--- src/hdl/tws_pkg.sv ---
// Shared widths, register indexes and mode codes for the texture wrap sampler.
// No dependencies; compiled first.
package tws_pkg;

   localparam int COORD_W        = 24;   // signed coordinate and shift width
   localparam int RGB_W          = 24;   // packed 8-bit R, G, B
   localparam int INDEX_W        = 16;   // texel position of a load
   localparam int SIZE_W         = 9;    // image width and height registers
   localparam int MODE_W         = 2;
   localparam int DIV_W          = SIZE_W + 1;           // twice the size
   localparam int PROD_W         = COORD_W + 2 + DIV_W;  // coordinate times size
   localparam int REM_STEP       = 4;    // remainder bits resolved per stage
   localparam int CSR_DATA_W     = 32;
   localparam int CSR_ADDR_W     = 5;
   localparam int CSR_SEL_W      = CSR_ADDR_W - 2;

   localparam int DEF_MAX_WIDTH  = 256;
   localparam int DEF_MAX_HEIGHT = 256;
   localparam int DEF_FRAC_BITS  = 16;
   localparam int RESET_SIZE     = 256;

   typedef enum logic [CSR_SEL_W-1:0] {
      REG_IMAGE_WIDTH    = 3'd0,
      REG_IMAGE_HEIGHT   = 3'd1,
      REG_WRAP_MODE      = 3'd2,
      REG_BACKGROUND_RGB = 3'd3,
      REG_SHIFT_X        = 3'd4,
      REG_SHIFT_Y        = 3'd5
   } reg_index_type;

   typedef enum logic {
      ACT_LOAD   = 1'b0,
      ACT_LOOKUP = 1'b1
   } action_type;

   localparam logic [MODE_W-1:0] WRAP_BACKGROUND = 2'd0;
   localparam logic [MODE_W-1:0] WRAP_TILE       = 2'd1;
   localparam logic [MODE_W-1:0] WRAP_MIRROR     = 2'd2;

endpackage

--- src/hdl/tws_rem.sv ---
// Pipelined remainder unit: magnitude modulo a divisor, REM_STEP bits per stage.
// Depends on tws_pkg; each stage advances on its own enable.
module tws_rem import tws_pkg::*; #(
   parameter int MAG_W  = 21,
   parameter int STAGES = (MAG_W + REM_STEP - 1) / REM_STEP
) (
   input  logic              clock,
   input  logic [STAGES-1:0] advance,
   input  logic [MAG_W-1:0]  value,
   input  logic [DIV_W-1:0]  divisor,
   output logic [DIV_W-1:0]  remainder
);

   localparam int PAD_W = STAGES * REM_STEP;

   logic [DIV_W-1:0] rem_ff [STAGES];
   logic [DIV_W-1:0] rem_in [STAGES];
   logic [PAD_W-1:0] mag_ff [STAGES];
   logic [PAD_W-1:0] mag_in [STAGES];
   logic [PAD_W-1:0] value_pad;

   // restoring remainder over a group of bits, most significant first
   function automatic logic [DIV_W-1:0] rem_step(logic [DIV_W-1:0] r,
                                                 logic [REM_STEP-1:0] bits,
                                                 logic [DIV_W-1:0] d);
      logic [DIV_W:0]   t;
      logic [DIV_W-1:0] acc;
      acc = r;
      for (int b = REM_STEP - 1; b >= 0; b--) begin
         t = {acc, bits[b]};
         if (t >= {1'b0, d}) begin
            t = t - {1'b0, d};
         end
         acc = t[DIV_W-1:0];
      end
      return acc;
   endfunction

   assign value_pad = PAD_W'(value);

   always_comb begin
      rem_in[0] = rem_step('0, value_pad[PAD_W-1 -: REM_STEP], divisor);
      mag_in[0] = value_pad << REM_STEP;
      for (int k = 1; k < STAGES; k++) begin
         rem_in[k] = rem_step(rem_ff[k-1], mag_ff[k-1][PAD_W-1 -: REM_STEP], divisor);
         mag_in[k] = mag_ff[k-1] << REM_STEP;
      end
   end

   always_ff @(posedge clock) begin
      for (int k = 0; k < STAGES; k++) begin
         if (advance[k]) begin
            rem_ff[k] <= rem_in[k];
            mag_ff[k] <= mag_in[k];
         end
      end
   end

   assign remainder = rem_ff[STAGES-1];

endmodule

--- config.mk ---
export PLATFORM = sky130hd
export DESIGN_NAME = tws_rem
export DESIGN_NICKNAME = d
export VERILOG_FILES = /design/src/hdl/tws_pkg.sv /design/src/hdl/tws_rem.sv
export SDC_FILE = /design/constraint.sdc
export NUM_CORES = 1
export LEC_CHECK = 0
export ABC_AREA = 1
export BUFFER_PORTS_ARGS = -buffer_cell sky130_fd_sc_hd__buf_2
export CAP_MARGIN = 30
export CORE_UTILIZATION = 40
export CTS_CLUSTER_DIAMETER = 150
export CTS_CLUSTER_SIZE = 28
export DETAILED_ROUTE_END_ITERATION = 7
export MAX_ROUTING_LAYER = met4
export SETUP_SLACK_MARGIN = 0.3
export SLEW_MARGIN = 20
export SYNTH_ARGS = -nofsm -noshare
export SYNTH_HDL_FRONTEND = slang
export SYNTH_SLANG_ARGS = --single-unit
--- constraint.sdc ---
create_clock -name clock -period 15.3 [get_ports clock]
set_clock_uncertainty 0.05 [all_clocks]
set_input_delay 2.295 -clock clock [delete_from_list [all_inputs] [get_ports clock]]
set_output_delay 2.295 -clock clock [all_outputs]
set_load 0.05 [all_outputs]
; Word-level counts from Yosys, hierarchy flattened
; Memory sizes are Yosys's and may differ from the RTL's.
; Cells that the tools add are included.
[classes]
n_addsub = 24
n_lt_le_gt_ge = 24
mux = 36
[op_table]
columns = op, n
row1 = greater-or-equal comparator 11 x 10 -> 1 bit, 23
row2 = two-way mux 10 bit, 24
row3 = subtractor 10 bit, 23
row4 = two-way mux 1 bit, 12
row5 = "greater-or-equal comparator 1 x 10 -> 1 bit, first input constant", 1
row6 = "subtractor 1 x 10 -> 10 bit, first input constant", 1
[word_totals]
reg_bits = 0
mem_bits_rw = 180
inputBits = 38
mem_count = 2
[memory_table]
columns = name, words, width, read_ports, rd_clocked_by_memory_dff, write_ports, line_no
row1 = mag_ff, 6, 20, 5, 0, 6, tws_rem.sv:18  ; logic [PAD_W-1:0] mag_ff [STAGES];
row2 = rem_ff, 6, 10, 6, 0, 6, tws_rem.sv:16  ; logic [DIV_W-1:0] rem_ff [STAGES];

; Logic depth before layout (Yosys ltp)
; An unclocked memory read counts as a cell.
[depth]
word_depth = 9
depth_mapped = 53
mapped_depth_nobuf = 52

; Worst setup path after synthesis
; OpenSTA, ideal clock, no wires.
[synth_timing]
path_type = in2reg
from = input port divisor[1]
to = memory rem_ff[4][9] (netlist name), data pin
setup_ps = 253
t_arrival_ps = 9020
setup_slack_ps = 5977
stages = 50
n_path_buf = 2
cell_sequence = inv_1 -> ha_1 -> nand3_1 -> nand3_2 -> nand2_1 -> nand2_2 -> nand2_2 -> nand2_4 -> o21ai_0 -> inv_1 -> ha_1 -> nand2_1 -> o21ai_2 -> nand2_1 -> nand2_1 -> nand2_1 -> nand2_1 -> nand2_1 -> [14 not listed] -> buf_6 -> nand2_1 -> o21ai_1 -> ha_1 -> a21oi_1 -> nand2_1 -> nand2_1 -> nand2_1 -> a21oi_1 -> o21ai_0 -> nand3_1 -> nand2_1 -> nand2_1 -> nand3_1 -> nor2_2 -> nand2_2 -> nand2_1 -> nand2_1
[synth_lines]
columns = item, line_no
row1 = start: declaration, tws_rem.sv:10  ; input logic [DIV_W-1:0] divisor,
row2 = end: declaration, tws_rem.sv:16

==> results.ini <==
[yosys]
synth_top_cell_by_area = edfxtp_1
synth_seq_cells = 120
syn_inst = 2437
synth.avg_cell_area_um2 = 7.03
synth_top_area_share = 0.210
async_flop_share = 0
synth_area_leaders = edfxtp_1 (21%), nand2_1 (17%), ha_1 (17%)
ys_seq_area_frac = 0.210
synth-edff-count = 120
synth-main-ff-cell = edfxtp_1
ys_warn_count = 0
netlist_area_um2 = 17100
synth_cell_types = 52

[clocking]
cts_setup_buffers = 0
cts.clk_slew.worst_paths_ns = 0.06
cts.repair.resized = 0
clockRootBuffer = clkbuf_16
numCtsBuffers = 17
cts_tree = done
insertion_delay_ns = 0.45
cts_sinks = 120
h-tree-depth = 4
cts_buffer_depth = 2
hold_buffers = 0

[timing]
rsz0062_at_grt = no
period_share = 0.668
worst_slack_ns = 5.08
finalCriticalPeriod_ns = 10.22
tightest_slew_ns = 0.705
slew_headroom = 0.530
hold_violations = 0
tns_ns = 0
max_freq_mhz = 97.9
setup_violations = 0
finalMaxSlewViolations = 0

[layout]
final_layout_size_suffix_gt1_frac = 0.0848
regArea_um2 = 3600
area.growth.synth_to_final_pct = 8.26
nFillCells = 4286
multi_input_area_um2 = 12200
antennaDiodeCount = 0
fin_nets = 2776

[setup_path]
crit_type = in2reg
cp.required_ns = 15.44
worstPathArrival_ns = 10.36
crit_top_cell = nand2_1
path_buf_inv = 5
critPathSlowestCell = buf_4
r2r_slack_ns = 7.42
start_kind = input port
critical-path-top-delay-family = simple AND/OR/NAND/NOR gates
cpPeakStageDelay_ns = 0.56
cp_max_fo = 35
crit_path_end_kind = flop

[drt]
first_pass_iters = 5
ant_nets = 0
wl_per_cell_um = 15.3
wirelength_um = 46600
drt_iter0_markers = 958
num_vias = 15968
routed_via_density = 5.25
drc = 0

[floorplan]
core_area_um2 = 42100
rows = 75
ios = 48
die-area_um2 = 43700
die_y_um = 209
die_w_um = 209
initial_utilization = 0.407

[global_routing]
grt_max_degree = 36
grt_pass1_vias = 15299
overflow = 0
track_usage = 0.226
antenna_found_initial = 0
grt_pass1_wl_um = 76800

[placed_design]
dp_hpwl_um = 36400
io_buffers = 47
gp_congestion = 0.951
dp_slack_ns = 4.70

[run_status]
outcome = complete, no violations

[flow_run]
max-cap-violations = 0

[min_path]
hold_class = reg2reg

[placed cells by master (no fill, tap or decap), types with 16 or more instances in the layout]
master / n
fa_1: 21
nand2_1: 780
nand3_1: 183
o21ai_0: 62
nand4_1: 62
a21oi_1: 149
edfxtp_1: 120
o21ai_1: 22
nand2_2: 17
xor2_1: 107
ha_1: 229
buf_4: 16
inv_1: 281
buf_2: 47
nor2_1: 120
clkbuf_16: 17
nor3_1: 25
xnor2_1: 49
[routing by layer]
| metal | global-route usage | wire, um | vias to the layer above |
|---|---|---|---|
| li1 | - | - | 8236 |
| met1 | 0.290 | 22200 | 7322 |
| met2 | 0.370 | 21600 | 339 |
| met3 | 0.0274 | 1660 | 71 |
| met4 | 0.0669 | 1080 | 0 |
| met5 | - | 0 | - |
[layout make-up]
type	count	area share
multi-input cells	1990	0.655
flip-flops and latches	120	0.194
well taps	539	0.0363
clock buffers	18	0.0231
clock inverters	14	0.0114
inverters	296	0.0604
repair buffers	63	0.0191
[worst paths after layout]
check | endpoint | from | cells after the start
setup / recovery | rem_ff[4][8] | divisor[1] | 49
setup reg to reg | rem_ff[1][9] | rem_ff[0][1] | 43
hold reg to reg | mag_ff[2][17] | mag_ff[1][13] | 0
hold / removal | mag_ff[2][17] | mag_ff[1][13] | 0
[state kept, by name (all words and copies together) (netlist names)]
register,flops
mag_ff,60
rem_ff,60
[stage by stage]
| stage | hold WS [ns] | cells | instance area [um^2] | utilization |
|---|---|---|---|---|
| after floorplan | 0.350 | 2440 | 17200 | - |
| after CTS | 0.368 | 3040 | 18600 | 0.440 |
| after detailed placement | 0.355 | 3008 | 17900 | 0.425 |
| final | 0.367 | 3040 | 18600 | 0.440 |
| after global routing | 0.373 | 3040 | 18600 | 0.440 |
| after global placement | 0.351 | 3008 | 17900 | 0.425 |
[cells in the mapped netlist (5+ instances only)]
cell      instances
nand2_1         780
inv_1           282
ha_1            229
nand3_1         183
a21oi_1         149
edfxtp_1        120
nor2_1          120
xor2_1          107
nand4_1          62
o21ai_0          62
xnor2_1          49
nor3_1           25
o21ai_1          22
fa_1             21
nand2_2          17
nand3_2          15
buf_6            12
nor2_2           12
o21bai_1         11
a21o_1           10
buf_4            10
nor2_4           10
o21a_1           10
o21ai_2          10
or2_2            10
buf_2             9
nand3b_1          9
a21oi_2           8
inv_2             8
nand2_4           8
nand3_4           8
a31oi_1           5
[worst reg2reg max path, delay by kind of cell, from the launching register on]
kind | cells | cell delay (ns)
fa+ha+maj | 4 | 1.33
flops | 1 | 0.39
compound gates | 11 | 2.51
buf+inv | 2 | 0.19
simple gates | 26 | 3.16
[kinds of logic after synthesis]
group | count (synthesis) | share of synthesized area
and+or+nand+nor | 1270 | 0.333
buffers and inverters | 330 | 0.0809
AOI/OAI and AO/OA | 310 | 0.104
adders and majority gates | 250 | 0.192
xor gates and xnor gates | 156 | 0.0797
DFF | 120 | 0.210
other | 1 | 0.000219
Power is left out: the tool's default activity adds up to more than one toggle a clock period on the data nets, which glitch-free logic cannot reach.
